$ cat config.mk
export PLATFORM = sky130hd
export DESIGN_NAME = timed_clutch_gear_shift_sequencer_flat
export DESIGN_NICKNAME = d
export VERILOG_FILES = /design/src/rtl/tcgs_pkg.sv /design/src/rtl/tcgs_ifs.sv /design/src/rtl/tcgs_ctrl.sv /design/src/rtl/tcgs_dp.sv /design/src/rtl/timed_clutch_gear_shift_sequencer.sv /design/src/flat_wrapper.sv
export SDC_FILE = /design/constraint.sdc
export NUM_CORES = 1
export LEC_CHECK = 0
export BUFFER_PORTS_ARGS = -buffer_cell sky130_fd_sc_hd__buf_4
export CAP_MARGIN = 10
export CORE_MARGIN = 3
export CORE_UTILIZATION = 55
export CTS_CLUSTER_DIAMETER = 150
export DETAILED_ROUTE_END_ITERATION = 12
export PLACE_DENSITY_LB_ADDON = 0.12
export SYNTH_ARGS = -nofsm -noshare
export SYNTH_HDL_FRONTEND = slang
export SYNTH_SLANG_ARGS = --single-unit
$ cat constraint.sdc
create_clock -name clk -period 13.6 [get_ports clk]
set_clock_uncertainty 0.05 [all_clocks]
set_input_delay 2.72 -clock clk [delete_from_list [all_inputs] [get_ports clk]]
set_output_delay 2.72 -clock clk [all_outputs]
set_load 0.02 [all_outputs]
$ cat src/rtl/tcgs_pkg.sv
`timescale 1ns / 1ps
`default_nettype none

package tcgs_pkg;

  localparam int GEAR_SLOTS_DEF = 7;
  localparam int GEAR_W         = 4;
  localparam int Q16_W          = 16;
  localparam int TIME_W         = 32;
  localparam int CFG_IDX_W      = 3;
  localparam int CFG_DATA_W     = 16;
  localparam int TOP_W          = 3;
  localparam int DIV_STEPS      = Q16_W;
  localparam int DIV_CNT_W      = $clog2(DIV_STEPS);

  localparam logic [Q16_W-1:0] DEPRESS_RST = 16'd100;
  localparam logic [Q16_W-1:0] APPLY_RST   = 16'd300;
  localparam logic [TOP_W-1:0] TOP_RST     = 3'd6;
  localparam logic             BLIP_RST    = 1'b0;
  localparam logic             AUTO_RST    = 1'b1;

  // 0.7 in q0.16, rounded to nearest
  localparam logic [Q16_W-1:0] BLIP_Q16 = 16'd45875;

  typedef enum logic [CFG_IDX_W-1:0] {
    REG_DEPRESS = 3'd0,
    REG_APPLY   = 3'd1,
    REG_TOP     = 3'd2,
    REG_BLIP    = 3'd3,
    REG_AUTO    = 3'd4
  } cfg_reg_t;

  typedef enum logic [2:0] {
    ST_IDLE,
    ST_EVAL,
    ST_MUL,
    ST_DIV,
    ST_STORE,
    ST_OUT
  } state_t;

  typedef struct packed {
    logic load;
    logic eval;
    logic mul;
    logic div_step;
    logic store;
    logic sel;
  } cmd_t;

  typedef struct packed {
    logic need_ramp;
  } sts_t;

endpackage

`default_nettype wire

$ cat src/rtl/tcgs_ifs.sv
`timescale 1ns / 1ps
`default_nettype none

interface tcgs_req_if;
  logic        valid;
  logic        ready;
  logic [15:0] throttle_in;
  logic [15:0] clutch_in;
  logic        shift_up_btn;
  logic        shift_down_btn;
  logic [31:0] now_ms;

  modport source (output valid, throttle_in, clutch_in, shift_up_btn, shift_down_btn, now_ms,
                  input ready);
  modport sink (input valid, throttle_in, clutch_in, shift_up_btn, shift_down_btn, now_ms,
                output ready);
endinterface

interface tcgs_res_if;
  logic              valid;
  logic              ready;
  logic signed [3:0] gear;
  logic [15:0]       clutch_out;
  logic [15:0]       throttle_out;
  logic              busy_res;

  modport source (output valid, gear, clutch_out, throttle_out, busy_res, input ready);
  modport sink (input valid, gear, clutch_out, throttle_out, busy_res, output ready);
endinterface

interface tcgs_cfg_if;
  logic        valid;
  logic        ready;
  logic [2:0]  index;
  logic [15:0] data;

  modport source (output valid, index, data, input ready);
  modport sink (input valid, index, data, output ready);
endinterface

`default_nettype wire

$ cat src/rtl/tcgs_ctrl.sv
`timescale 1ns / 1ps
`default_nettype none

module tcgs_ctrl (
  input  logic          clk,
  input  logic          rst,
  input  logic          req_valid,
  output logic          req_ready,
  output logic          res_valid,
  input  logic          res_ready,
  input  tcgs_pkg::sts_t sts,
  output tcgs_pkg::cmd_t cmd
);
  import tcgs_pkg::*;

  state_t               state;
  state_t               state_next;
  logic                 sel;
  logic [DIV_CNT_W-1:0] cnt;

  localparam logic [DIV_CNT_W-1:0] CNT_LAST = DIV_CNT_W'(DIV_STEPS - 1);

  always_ff @(posedge clk) begin
    if (rst) begin
      state <= ST_IDLE;
      sel   <= 1'b0;
      cnt   <= '0;
    end else begin
      state <= state_next;
      if (state == ST_EVAL) begin
        sel <= 1'b0;
      end else if (state == ST_STORE) begin
        sel <= 1'b1;
      end
      if (state == ST_MUL) begin
        cnt <= '0;
      end else if (state == ST_DIV) begin
        cnt <= cnt + 1'b1;
      end
    end
  end

  always_comb begin
    state_next = state;
    unique case (state)
      ST_IDLE: begin
        if (req_valid) state_next = ST_EVAL;
      end
      ST_EVAL: begin
        state_next = sts.need_ramp ? ST_MUL : ST_OUT;
      end
      ST_MUL: begin
        state_next = ST_DIV;
      end
      ST_DIV: begin
        if (cnt == CNT_LAST) state_next = ST_STORE;
      end
      ST_STORE: begin
        state_next = sel ? ST_OUT : ST_MUL;
      end
      ST_OUT: begin
        if (res_ready) state_next = ST_IDLE;
      end
      default: state_next = ST_IDLE;
    endcase
  end

  always_comb begin
    cmd       = '0;
    cmd.sel   = sel;
    req_ready = 1'b0;
    res_valid = 1'b0;
    unique case (state)
      ST_IDLE: begin
        req_ready = !rst;
        cmd.load  = req_valid && !rst;
      end
      ST_EVAL:  cmd.eval = 1'b1;
      ST_MUL:   cmd.mul = 1'b1;
      ST_DIV:   cmd.div_step = 1'b1;
      ST_STORE: cmd.store = 1'b1;
      ST_OUT:   res_valid = 1'b1;
      default: begin
      end
    endcase
  end

endmodule

`default_nettype wire

$ cat src/rtl/tcgs_dp.sv
`timescale 1ns / 1ps
`default_nettype none

module tcgs_dp #(
  parameter int GEAR_SLOTS = tcgs_pkg::GEAR_SLOTS_DEF
) (
  input  logic                               clk,
  input  logic                               rst,
  input  logic                               cfg_we,
  input  logic [tcgs_pkg::CFG_IDX_W-1:0]     cfg_index,
  input  logic [tcgs_pkg::CFG_DATA_W-1:0]    cfg_data,
  input  logic [tcgs_pkg::Q16_W-1:0]         throttle_in,
  input  logic [tcgs_pkg::Q16_W-1:0]         clutch_in,
  input  logic                               shift_up_btn,
  input  logic                               shift_down_btn,
  input  logic [tcgs_pkg::TIME_W-1:0]        now_ms,
  input  tcgs_pkg::cmd_t                     cmd,
  output tcgs_pkg::sts_t                     sts,
  output logic signed [tcgs_pkg::GEAR_W-1:0] gear,
  output logic [tcgs_pkg::Q16_W-1:0]         clutch_out,
  output logic [tcgs_pkg::Q16_W-1:0]         throttle_out,
  output logic                               busy_res
);
  import tcgs_pkg::*;

  localparam int GW = $clog2(GEAR_SLOTS + 2) + 2;
  localparam logic signed [GW-1:0] G_SLOTS = GW'(GEAR_SLOTS);
  localparam logic signed [GW-1:0] G_REV   = '1;
  localparam logic signed [GW-1:0] G_ZERO  = '0;
  localparam logic signed [GW-1:0] G_ONE   = GW'(1);

  // configuration
  logic [Q16_W-1:0] depress;
  logic [Q16_W-1:0] apply;
  logic [TOP_W-1:0] top_gear;
  logic             blip_en;
  logic             auto_mode;

  // shift state
  logic signed [GW-1:0] gear_now;
  logic                 up_active;
  logic                 down_active;
  logic                 stepped;
  logic [TIME_W-1:0]    shift_start;
  logic                 prev_up;
  logic                 prev_dn;

  // latched request
  logic [Q16_W-1:0]  thr_r;
  logic [Q16_W-1:0]  clu_r;
  logic              up_r;
  logic              dn_r;
  logic [TIME_W-1:0] now_r;

  // ramp unit
  logic [Q16_W-1:0]       el_lo;
  logic [Q16_W-1:0]       rem;
  logic [Q16_W-1:0]       quo;
  logic [2*Q16_W-1:0]     prod;
  logic [Q16_W:0]         trial;
  logic                   fits;

  // result
  logic signed [GW-1:0] gear_res;
  logic [Q16_W-1:0]     thr_res;
  logic [Q16_W-1:0]     clu_res;
  logic                 busy_q;

  // step logic
  logic signed [GW-1:0] top_s;
  logic signed [GW-1:0] gsum;
  logic signed [GW-1:0] gear_n;
  logic [TIME_W-1:0]    el_cur;
  logic [TIME_W-1:0]    el_new;
  logic [TIME_W-1:0]    dep32;
  logic [TIME_W-1:0]    app32;
  logic [TIME_W-1:0]    start_n;
  logic                 up_n;
  logic                 dn_n;
  logic                 st_n;
  logic                 run;
  logic                 dir_up;
  logic                 ramp;
  logic                 clr_prev;
  logic [Q16_W-1:0]     thr_o;
  logic [Q16_W-1:0]     clu_o;

  always_ff @(posedge clk) begin
    if (rst) begin
      depress   <= DEPRESS_RST;
      apply     <= APPLY_RST;
      top_gear  <= TOP_RST;
      blip_en   <= BLIP_RST;
      auto_mode <= AUTO_RST;
    end else if (cfg_we) begin
      unique case (cfg_index)
        REG_DEPRESS: depress   <= cfg_data;
        REG_APPLY:   apply     <= cfg_data;
        REG_TOP:     top_gear  <= cfg_data[TOP_W-1:0];
        REG_BLIP:    blip_en   <= cfg_data[0];
        REG_AUTO:    auto_mode <= cfg_data[0];
        default: begin
        end
      endcase
    end
  end

  always_ff @(posedge clk) begin
    if (cmd.load) begin
      thr_r <= throttle_in;
      clu_r <= clutch_in;
      up_r  <= shift_up_btn;
      dn_r  <= shift_down_btn;
      now_r <= now_ms;
    end
  end

  always_comb begin
    dep32  = TIME_W'(depress);
    app32  = TIME_W'(apply);
    el_cur = now_r - shift_start;
    top_s  = (GW'(top_gear) > G_SLOTS) ? G_SLOTS : GW'(top_gear);
    gsum   = dir_up ? gear_now + G_ONE : gear_now + G_REV;
  end

  always_comb begin
    up_n    = up_active;
    dn_n    = down_active;
    st_n    = stepped;
    start_n = shift_start;
    gear_n  = gear_now;
    thr_o   = thr_r;
    clu_o   = clu_r;
    run     = 1'b0;
    dir_up  = 1'b0;
    ramp    = 1'b0;
    if ((up_r && gear_now < top_s) || up_active) begin
      dir_up = 1'b1;
      if (!prev_up && !up_active) begin
        start_n = now_r;
        up_n    = 1'b1;
        st_n    = 1'b0;
      end else if (up_active) begin
        run = 1'b1;
      end
    end else if ((dn_r && gear_now >= G_ZERO) || down_active) begin
      if (!prev_dn && !down_active) begin
        start_n = now_r;
        dn_n    = 1'b1;
        st_n    = 1'b0;
      end else if (down_active) begin
        run = 1'b1;
      end
    end
    if (run) begin
      thr_o = '0;
      if (el_cur < dep32) begin
        clu_o = '0;
        if (!dir_up && blip_en && auto_mode && gear_now > G_ONE) thr_o = BLIP_Q16;
      end else if (el_cur > dep32 && el_cur < app32) begin
        ramp = 1'b1;
      end
      if (el_cur > app32) begin
        thr_o = thr_r;
        clu_o = clu_r;
        if (dir_up) up_n = 1'b0;
        else dn_n = 1'b0;
      end
      if (!stepped && el_cur > dep32) begin
        if (gsum > G_SLOTS) gear_n = G_SLOTS;
        else if (gsum < G_REV) gear_n = G_REV;
        else gear_n = gsum;
        st_n = 1'b1;
      end
    end
    el_new   = now_r - start_n;
    clr_prev = (el_new > dep32) && !auto_mode;
  end

  assign sts.need_ramp = ramp;

  always_ff @(posedge clk) begin
    if (rst) begin
      gear_now    <= G_ZERO;
      up_active   <= 1'b0;
      down_active <= 1'b0;
      stepped     <= 1'b0;
      shift_start <= '0;
      prev_up     <= 1'b0;
      prev_dn     <= 1'b0;
    end else if (cmd.eval) begin
      gear_now    <= gear_n;
      up_active   <= up_n;
      down_active <= dn_n;
      stepped     <= st_n;
      shift_start <= start_n;
      prev_up     <= up_r && !clr_prev;
      prev_dn     <= dn_r && !clr_prev;
    end
  end

  // restoring divide of el * demand by apply, one quotient bit a cycle
  assign prod  = el_lo * (cmd.sel ? clu_r : thr_r);
  assign trial = {rem, quo[Q16_W-1]};
  assign fits  = trial >= {1'b0, apply};

  always_ff @(posedge clk) begin
    if (cmd.eval) begin
      el_lo    <= el_cur[Q16_W-1:0];
      gear_res <= gear_n;
      thr_res  <= thr_o;
      clu_res  <= clu_o;
      busy_q   <= up_n || dn_n;
    end
    if (cmd.mul) begin
      rem <= prod[2*Q16_W-1:Q16_W];
      quo <= prod[Q16_W-1:0];
    end else if (cmd.div_step) begin
      rem <= fits ? Q16_W'(trial - {1'b0, apply}) : trial[Q16_W-1:0];
      quo <= {quo[Q16_W-2:0], fits};
    end
    if (cmd.store) begin
      if (cmd.sel) clu_res <= quo;
      else thr_res <= quo;
    end
  end

  assign gear         = GEAR_W'(gear_res);
  assign clutch_out   = clu_res;
  assign throttle_out = thr_res;
  assign busy_res     = busy_q;

endmodule

`default_nettype wire

$ cat src/rtl/timed_clutch_gear_shift_sequencer.sv
`timescale 1ns / 1ps
`default_nettype none

// Timed clutch gear-shift sequencer. Each request carries the throttle and
// clutch demands (q0.16), both shift buttons and a millisecond timestamp, and
// gives one result: gear, effective clutch and throttle, and a busy flag. A
// fresh button press starts a shift: throttle cut and clutch open up to the
// depress time (optional throttle blip on a downshift), then both demands
// ramp by elapsed/apply time, the gear steps once after the depress time and
// the demands pass through again after the apply time. One request is in
// flight at a time. A request that needs no ramp goes from the evaluate state
// straight to the output state; one in the ramp window also passes through a shared
// 16-bit restoring divider that runs one quotient bit a cycle, first for the
// throttle, then for the clutch. The next request is accepted the cycle after
// the result is taken. Configuration writes are taken at any time outside
// reset and must only be made while no request is in flight. No clearing pass
// after reset.

module timed_clutch_gear_shift_sequencer #(
  parameter int GEAR_SLOTS = tcgs_pkg::GEAR_SLOTS_DEF
) (
  input logic        clk,
  input logic        rst,
  tcgs_req_if.sink   req,
  tcgs_res_if.source res,
  tcgs_cfg_if.sink   cfg
);
  import tcgs_pkg::*;

  cmd_t cmd;
  sts_t sts;

  assign cfg.ready = !rst;

  tcgs_ctrl u_ctrl (
    .clk       (clk),
    .rst       (rst),
    .req_valid (req.valid),
    .req_ready (req.ready),
    .res_valid (res.valid),
    .res_ready (res.ready),
    .sts       (sts),
    .cmd       (cmd)
  );

  tcgs_dp #(
    .GEAR_SLOTS (GEAR_SLOTS)
  ) u_dp (
    .clk            (clk),
    .rst            (rst),
    .cfg_we         (cfg.valid && cfg.ready),
    .cfg_index      (cfg.index),
    .cfg_data       (cfg.data),
    .throttle_in    (req.throttle_in),
    .clutch_in      (req.clutch_in),
    .shift_up_btn   (req.shift_up_btn),
    .shift_down_btn (req.shift_down_btn),
    .now_ms         (req.now_ms),
    .cmd            (cmd),
    .sts            (sts),
    .gear           (res.gear),
    .clutch_out     (res.clutch_out),
    .throttle_out   (res.throttle_out),
    .busy_res       (res.busy_res)
  );

endmodule

`default_nettype wire

$ cat src/flat_wrapper.sv
// flat-port wrapper written by rule: the top's interface ports become plain ports
module timed_clutch_gear_shift_sequencer_flat import tcgs_pkg::*;
#(
  parameter int GEAR_SLOTS = tcgs_pkg::GEAR_SLOTS_DEF
)
  (clk, rst, req_valid, req_throttle_in, req_clutch_in, req_shift_up_btn, req_shift_down_btn, req_now_ms, req_ready, res_valid, res_gear, res_clutch_out, res_throttle_out, res_busy_res, res_ready, cfg_valid, cfg_index, cfg_data, cfg_ready);
  tcgs_req_if req_i ();
  tcgs_res_if res_i ();
  tcgs_cfg_if cfg_i ();
  input logic clk;
  input logic rst;
  input wire logic [$bits(req_i.valid)-1:0] req_valid;
  input wire logic [$bits(req_i.throttle_in)-1:0] req_throttle_in;
  input wire logic [$bits(req_i.clutch_in)-1:0] req_clutch_in;
  input wire logic [$bits(req_i.shift_up_btn)-1:0] req_shift_up_btn;
  input wire logic [$bits(req_i.shift_down_btn)-1:0] req_shift_down_btn;
  input wire logic [$bits(req_i.now_ms)-1:0] req_now_ms;
  output wire logic [$bits(req_i.ready)-1:0] req_ready;
  output wire logic [$bits(res_i.valid)-1:0] res_valid;
  output wire logic [$bits(res_i.gear)-1:0] res_gear;
  output wire logic [$bits(res_i.clutch_out)-1:0] res_clutch_out;
  output wire logic [$bits(res_i.throttle_out)-1:0] res_throttle_out;
  output wire logic [$bits(res_i.busy_res)-1:0] res_busy_res;
  input wire logic [$bits(res_i.ready)-1:0] res_ready;
  input wire logic [$bits(cfg_i.valid)-1:0] cfg_valid;
  input wire logic [$bits(cfg_i.index)-1:0] cfg_index;
  input wire logic [$bits(cfg_i.data)-1:0] cfg_data;
  output wire logic [$bits(cfg_i.ready)-1:0] cfg_ready;
  assign req_i.valid = req_valid;
  assign req_i.throttle_in = req_throttle_in;
  assign req_i.clutch_in = req_clutch_in;
  assign req_i.shift_up_btn = req_shift_up_btn;
  assign req_i.shift_down_btn = req_shift_down_btn;
  assign req_i.now_ms = req_now_ms;
  assign req_ready = req_i.ready;
  assign res_valid = res_i.valid;
  assign res_gear = res_i.gear;
  assign res_clutch_out = res_i.clutch_out;
  assign res_throttle_out = res_i.throttle_out;
  assign res_busy_res = res_i.busy_res;
  assign res_i.ready = res_ready;
  assign cfg_i.valid = cfg_valid;
  assign cfg_i.index = cfg_index;
  assign cfg_i.data = cfg_data;
  assign cfg_ready = cfg_i.ready;
  timed_clutch_gear_shift_sequencer #(.GEAR_SLOTS(GEAR_SLOTS)) u_core (.clk(clk), .rst(rst), .req(req_i), .res(res_i), .cfg(cfg_i));
endmodule
### After elaboration in Yosys (flattened, before gate mapping)

Cells that the tools add are included.

* register bits after elaboration: 239
* input port bits: 90
* output and inout bits: 40
* logic and storage cells: 163

* add/sub/neg operators: 6
* multiply operators: 1
* magnitude comparators: 11
* equality and inequality tests: 13
* muxes and demuxes: 68
* reductions and logical operators: 37

Operator list (number)
* $mux W16: 19
* $mux W32: 4
* $gt A32 B16 Y1: 3
* $lt A32 B16 Y1: 2
* $sub A32 B32 Y32: 2
* $mux W1: 34
* $mul A16 B16 Y32: 1
* $mux W6: 5
* $pmux W3 S6: 1
* $ge A17 B16 Y1: 1
* $sub A16 B16 Y16: 1
* $mux W3: 5
* $logic_and A1 B1 Y1: 14
* $eq A3 B2 Y1 const B: 4
* $reduce_and A2 Y1: 5
* $eq A3 B3 Y1 const B: 3
* $logic_not A1 Y1: 9
* $add A6 B1 Y6 const B: 1
* $add A6 B2 Y6 const B: 1
* $eq A3 B1 Y1 const B: 2
* $ge A6 B1 Y1 const B: 1
* $gt A6 B2 Y1 const B: 1
* $gt A6 B4 Y1 const B: 1
* $logic_not A3 Y1: 2
* other kinds (10): 14

### Logic depth before layout (Yosys ltp)

Gate-level depths: netlist of run 1.

* word-level depth: 15
* gate-level depth with buffers: 31

### Hierarchy

A second synthesis of run 1 with hierarchy kept.

* cells, all modules: 2692
* area total of the unflattened synthesis: 24060.6 um2

Modules (own cells, without submodules)
* tcgs_dp: times used 1, cells each 2629, area an instance 23537.6 um2
* tcgs_ctrl: times used 1, cells each 61, area an instance 513.0 um2
* timed_clutch_gear_shift_sequencer: times used 1, cells each 2, area an instance 10.0 um2

### Worst setup path after synthesis of run 1

No wires, ideal clock.

* path type: register to register
* from: reg u_core.u_ctrl.sel
* to: reg u_core.u_dp.rem[7] (data pin)
* setup time: 0.270 ns
* data arrival time: 7.377 ns
* data required time: 13.280 ns
* setup slack: 5.902 ns
* cell stages (with the launch flop): 26
* path buffers: 2
* clock period less this slack: 7.698 ns
* cell sequence: dfxtp_1 buf_1 mux2i_1 clkbuf_1 nor2b_1 fa_1 inv_1 fa_1 fa_1 inv_1 fa_1 fa_1 inv_1 fa_1 inv_1 ha_1 or3_1 a311o_1 a221o_1 a211o_1 a21o_1 and2_1 or4_1 a31oi_1 xor2_1 a21oi_1

* longest elaborated chain between the ends: 3

RTL lines
* start, declared: line tcgs_ctrl.sv:18 `logic sel;`
* start signal, assigned: line tcgs_ctrl.sv:26 `sel <= 1'b0;`
* start signal, assigned: line tcgs_ctrl.sv:31 `sel <= 1'b0;`
* start signal, assigned: line tcgs_ctrl.sv:33 `sel <= 1'b1;`
* $mux W16: line tcgs_dp.sv:203 `assign prod = el_lo * (cmd.sel ? clu_r : thr_r);`
* $mul A16 B16 Y32: line tcgs_dp.sv:203
* $mux W16: line tcgs_dp.sv:215 `if (cmd.mul) begin`
* end signal, assigned: line tcgs_dp.sv:216 `rem <= prod[2*Q16_W-1:Q16_W];`
* end signal, assigned: line tcgs_dp.sv:219 `rem <= fits ? Q16_W'(trial - {1'b0, apply}) : trial[Q16_W-1:0];`
* end, declared: line tcgs_dp.sv:57 `logic [Q16_W-1:0] rem;`

No other way between the ends.
A chain may end at the register's enable or synchronous reset.

### Worst setup path after layout of run 1

* from: reg u_core.u_dp.thr_r[6]
* to: reg u_core.u_dp.rem[8] (data pin)

* longest elaborated chain between the ends: 3

RTL lines
* start, declared: line tcgs_dp.sv:49 `logic [Q16_W-1:0] thr_r;`
* start signal, assigned: line tcgs_dp.sv:110 `thr_r <= throttle_in;`
* $mux W16: line tcgs_dp.sv:203
* $mul A16 B16 Y32: line tcgs_dp.sv:203
* $mux W16: line tcgs_dp.sv:215

No other way between the ends.

==> reports/results.ini, run 1 <==
[min_path]
hp-start = u_core.u_dp.apply[15]
holdPathStages = 2
hold_class = reg -> reg
min_to = u_core.u_dp.apply[15]

[sta]
rsz0062_at_grt = no
clock.fmax_mhz = 125
final.setup.tns_ns = 0
final-setup-viol-count = 0
slew_violations = 0
hold_viol_final = 0
layout_min_cycle_time_ns = 8.00
slew_headroom_pct = 17.5
period_share_pct = 58.8
worst_pin_slew_ns = 1.23

[global_route]
grt_start_max_net_pins = 68
track_usage_pct = 29.2
grt_pass1_wl_mm = 109
gr-total-overflow = 0
antenna_found_initial = 2
grt_pass1_vias = 20300

[worst_setup_path]
worstSetupPathType = reg -> reg
r2r-end = u_core.u_dp.rem[8]
rr_worst_depth = 24
critPathCaptureType = flip-flop
worstPathArrival_ns = 8.23
crit_fanout = 16
crit_path_start_kind = flip-flop
r2r-start = u_core.u_dp.thr_r[6]
worst-r2r-setup-slack_ns = 5.60
required_ns = 13.84

[clock_network]
clk_pin_slew_worst_paths_ns = 0.06
tritoncts = built
cts_setup_buffers = 0
holdBufCountCts = 0
clock_sinks = 239
cts_root_buf = clkbuf_16
cts_resized = 0
cts_max_path_buffers = 3
insertion_delay_ns = 0.57
cts_made_buffers = 27
cts.htree.levels = 1

[final_layout]
fill_cells = 3804
area_growth_pct = 9.58
fin_nets = 3345
diodes = 0
multiInputGateArea_sq_um = 16400
final_cell_area_sq_um = 26400
drive_above_1_share_pct = 8.83
seq_area_sq_um = 5980

[placed_design]
port-buffer-count = 129
dp_hpwl_mm = 52.8
gp_congestion = 0.911
placedInstanceArea_sq_um = 25400

[routing]
drt_wl_total_mm = 68.0
vias = 20200
antenna_left = 0
wl_per_cell_um = 19.8
drc_errors = 0
dr.pass1.iters = 5
drt-initial-drc-count = 1479
vias_per_cell = 5.89

[yosys]
synth_area_leaders = fa_1 16%, edfxtp_1 15%, ha_1 12%
async_flop_share_pct = 0
synth-edff-count = 119
ys_types = 87
avgSynthCellArea_sq_um = 8.70
synth-seq-cells = 239
synthesis.instances = 2770
synth_area_sq_um = 24100
syn_nets = 3294
ys.flop_type = dfxtp_1
synth_top_area_share_pct = 16.5
yosysSeqAreaShare_pct = 24.8
yosys.cell_count.top_type = nand2_1
synth_warnings = 0
synth_commonest_cells = 333 x nand2_1, 330 x inv_1, 236 x ha_1
synth_area_leader_cell = fa_1

[die]
die_area_sq_um = 46400
pin_count = 130
die_h_um = 215
start_util_pct = 55.8
rows = 76
die_width_um = 215
fp.coreArea_sq_um = 43200

[outcome]
status = finished, final reports clean

[flow_run]
drv_cap = 0

worst max path at each step:
stage                         startpoint                 end  cells past startpoint
floorplan              u_core.u_ctrl.sel  u_core.u_dp.rem[7]                     25
global placement    u_core.u_dp.clu_r[6]  u_core.u_dp.rem[7]                     23
detailed placement  u_core.u_dp.clu_r[6]  u_core.u_dp.rem[8]                     24
CTS                 u_core.u_dp.thr_r[6]  u_core.u_dp.rem[8]                     24
global route        u_core.u_dp.thr_r[6]  u_core.u_dp.rem[8]                     24
finish              u_core.u_dp.thr_r[6]  u_core.u_dp.rem[8]                     24
registers in the layout, indices dropped and copies added (netlist names), 4 cells and up:
register                  flops
u_core.u_ctrl.cnt             4
u_core.u_dp.depress          16
u_core.u_dp.thr_r            16
u_core.u_dp.throttle_out     16
u_core.u_dp.shift_start      32
u_core.u_dp.gear_now          6
u_core.u_dp.clutch_out       16
u_core.u_dp.el_lo            16
u_core.u_dp.quo              16
u_core.u_dp.gear_res          4
u_core.u_dp.clu_r            16
u_core.u_dp.now_r            32
u_core.u_dp.apply            16
u_core.u_dp.rem              16
worst max-delay path, stage by stage (launching register included):
cell      delay, ns
edfxtp_1       0.41
mux2i_2        0.73
nor2b_1        0.16
fa_1           0.59
inv_1          0.06
fa_1           0.50
fa_1           0.52
inv_1          0.05
fa_1           0.48
fa_1           0.54
inv_1          0.05
fa_1           0.52
inv_1          0.04
ha_1           0.34
o21ai_0        0.19
nand2b_1       0.07
a21oi_1        0.19
and3b_1        0.20
a21oi_1        0.42
o21ai_0        0.38
o31a_1         0.36
or4_1          0.41
a31oi_1        0.21
xnor2_1        0.14
a21oi_1        0.08
per-stage QoR:
step / hold slack (ns) / setup WS [ns] / std cells / utilization (%)
floorplan: 0.386 / 5.90 / 2770 / -
global placement: 0.394 / 5.37 / 3377 / 58.9
detailed placement: 0.397 / 5.66 / 3377 / 58.9
CTS: 0.405 / 5.61 / 3427 / 61.2
global route: 0.421 / 5.24 / 3427 / 61.2
finish: 0.405 / 5.60 / 3427 / 61.2
kinds of logic after synthesis:
kind of cell             Yosys count  share of synthesized area (%)
AO/OA/AOI/OAI                    621                           16.8
flip-flops                       239                           24.8
XOR/XNOR                          73                           2.65
AND/OR/NAND/NOR                  911                           18.1
buffers and inverters            452                           7.15
adder cells (fa/ha/maj)          435                           28.7
multiplexers                      39                           1.73
cell usage in the layout, fill, tap and decap left out, types with 20 or more instances in the layout:
cell type  netlist  layout
dfxtp_1        120     120
nand2b_1        32      32
nor2_1         196     195
and2_1          92      91
a21oi_1        218     218
a211oi_1        54      54
fa_1           198     198
o211ai_1        28      28
nand3_1         44      44
nand4_1         27      27
nor3_1          31      31
and3_1          25      25
xor2_1          33      33
nor2b_1         62      62
inv_1          330     329
buf_4            2     143
edfxtp_1       119     119
o21ai_0         99      99
a31oi_1         20      20
clkbuf_16        0      31
ha_1           236     236
nand2_1        333     333
xnor2_1         40      40
a21o_1          46      46
layout make-up:
| type | count | share of cell area [%] |
|---|---|---|
| Tap cell | 585 | 2.77 |
| Inverter | 331 | 4.71 |
| Timing Repair Buffer | 143 | 4.07 |
| Clock buffer | 37 | 3.14 |
| Sequential cell | 239 | 22.6 |
| Clock inverter | 13 | 0.550 |
| Multi-Input combinational cell | 2079 | 62.1 |
metal layers:
metal | part of all wire, % | track usage [%] | vias to the layer above
met5 | 0.010 | 0 | -
met4 | 3.3 | 9.67 | 2
met3 | 5.6 | 3.48 | 144
met2 | 48 | 49.5 | 670
met1 | 43 | 39.0 | 9776
li1 | - | - | 9591
Power of run 1 is left out: the tool's default activity adds up to more than one toggle a clock period on the data nets, which glitch-free logic cannot reach.
==> inputs of run 2 (changes only) <==
- clock period: 13.6 -> 7.7 ns (I/O delays scaled with it)
==> run 2 against run 1 <==
Net effect:
- sequential share of layout area shrank 0.26 points
- critical path depth rose by 1
- count of clock-buffer cells in the layout increased by 3
- utilization grew 0.74 points
- largest cell class unchanged
==> reports/results.ini, run 2 (synthesis gave the netlist of run 1 again) <==
[outcome]
status = finished, final reports clean

[sta]
hold_slack_ns = 0.403  ; -0.00210 ns
hold_viol_final = 0  ; unchanged
slew_headroom_pct = 22.4  ; +4.9 points
clock.fmax_mhz = 133  ; +6.4%
worst_pin_slew_ns = 1.16  ; -0.0727 ns
layout_min_cycle_time_ns = 7.51  ; -0.482 ns
period_share_pct = 97.6  ; +39 points
final-setup-viol-count = 0  ; unchanged
slew_violations = 0  ; unchanged

[final_layout]
final_cell_area_sq_um = 26700  ; +1.2%
drive_above_1_share_pct = 10.1  ; +1.3 points
area_growth_pct = 10.9
diodes = 0  ; unchanged
fin_cells = 3465  ; +1.1%
fin_nets = 3383  ; +1.1%
final_cell_mix = 333 x nand2_1, 329 x inv_1, 235 x ha_1
top_regs = u_core.u_dp.now_r x32, u_core.u_dp.shift_start x32
final_common_cell = nand2_1

[die]
start_util_pct = 55.8  ; unchanged
rows = 76  ; unchanged
die_h_um = 215  ; unchanged
pin_count = 130  ; unchanged
fp.coreArea_sq_um = 43200  ; unchanged
die_area_sq_um = 46400  ; unchanged
die_width_um = 215  ; unchanged

[worst_setup_path]
required_ns = 7.96  ; -5.88 ns
crit_path_start_kind = flip-flop
critPathCaptureType = flip-flop
worstSetupPathType = reg -> reg
crit_fanout = 10  ; -6
rr_worst_depth = 25  ; +4.2%
worstPathArrival_ns = 7.77  ; -0.46 ns

[placed_design]
placedInstanceArea_sq_um = 25600  ; +0.87%
dp_hpwl_mm = 55.0  ; +4.2%
port-buffer-count = 129  ; unchanged
gp_congestion = 0.939  ; +3.1%
place_inst = 3407  ; +0.89%

[routing]
antenna_left = 0  ; unchanged
drc_errors = 0  ; unchanged
drt-initial-drc-count = 1469  ; -0.68%
drt_wl_total_mm = 69.2  ; +1.7%
vias = 20500  ; +1.5%
vias_per_cell = 5.91  ; +0.36%
wl_per_cell_um = 20.0  ; +0.60%
dr.pass1.iters = 5  ; unchanged

[clock_network]
cts_max_path_buffers = 3  ; unchanged
clock_sinks = 239  ; unchanged
cts_root_buf = clkbuf_16
clk_pin_slew_worst_paths_ns = 0.06  ; about the same
insertion_delay_ns = 0.59  ; +0.02 ns
tritoncts = built
cts_made_buffers = 28  ; +3.7%
cts.htree.levels = 1  ; unchanged

[global_route]
track_usage_pct = 29.6  ; +0.38 points
antenna_found_initial = 2  ; unchanged
grt_pass1_vias = 20600  ; +1.2%
use_met2_pct = 50.3  ; +0.75 points
gr-total-overflow = 0  ; unchanged
grt_start_max_net_pins = 71  ; +4.4%
grt_pass1_wl_mm = 110  ; +0.88%
use_met3_pct = 4.31  ; +0.83 points
grt_busiest_layer = met2
met1_usage_pct = 38.7  ; -0.32 points

[flow_run]
drv_cap = 0  ; unchanged

[min_path]
hold_class = reg -> reg
holdPathStages = 2  ; unchanged

-- run 2: cell types whose count changed in the layout (fill, tap and decap cells not counted), moves of 2 or more --
| cell | delta |
|---|---|
| buf_4 | +35 |
| clkbuf_16 | -2 |
| clkbuf_8 | +5 |
| clkinv_1 | +2 |
| clkinvlp_4 | -4 |
| fa_1 | -2 |
| fa_2 | +2 |
| mux2_2 | -4 |
| mux2_4 | +4 |
| o21ai_0 | -2 |
| o21ai_1 | +2 |
-- run 2: layout make-up --
class / count / area (sq um)
timing repair buffer: 180 / 1380
inverter: 331 / 1240
fill: 3701 / 16500
clock inverter: 11 / 108
multi-input combinational: 2079 / 16400
tap: 585 / 732
clock buffer: 40 / 847
sequential: 239 / 5980
-- run 2: final timing paths --
check | from | slack [ns] | to
worst max-delay path | u_core.u_ctrl.sel | 0.19 | u_core.u_dp.rem[7]
worst min-delay path | u_core.u_dp.apply[9] | 0.40 | u_core.u_dp.apply[9]
worst max register to register | u_core.u_ctrl.sel | 0.19 | u_core.u_dp.rem[7]
worst min register to register | u_core.u_dp.apply[9] | 0.40 | u_core.u_dp.apply[9]
-- run 2: per-layer routing --
layer  up-vias  routed length (um)
met3       171                4140
met4         4                2580
li1       9652                   -
met1      9924               29100
met2       730               33300
met5         -                  22
-- run 2: critical path, cell delays in order, from the launching register on --
cell and delay, ns:
dfxtp_4 0.41, mux2_2 0.46, buf_4 0.19, and2_1 0.17, fa_1 0.49, inv_1 0.05
fa_1 0.42, inv_1 0.07, ha_1 0.14, inv_1 0.06, fa_1 0.56, fa_1 0.44
fa_1 0.54, inv_1 0.04, ha_1 0.32, a211oi_1 0.27, nor2_1 0.12, a311o_1 0.38
a221o_1 0.41, a211o_1 0.38, a21o_1 0.21, and2_1 0.18, or4_1 0.39, a31oi_1 0.22
xor2_1 0.17, a21oi_1 0.08
-- run 2: per-stage QoR --
step	TNS, ns	setup slack, ns	utilization, %
global placement	0	0.150	59.4
CTS	0	0.0598	61.6
detailed placement	-0.0929	-0.0929	59.4
floorplan	0	0.00240	-
global route	-0.218	-0.120	61.9
finish	0	0.186	61.9
-- run 2: timing repair --
item / in CTS / in global routing
setup endpoints to repair: 1 / 3
hold buffers: 0 / 0
gates cloned: 0 / 0
gates resized for setup: 1 / 14
pin swaps: 0 / 6
buffers inserted: 0 / 6
endpoints found under the hold margin: 0 / 0
Power of run 2 is left out for the same reason.
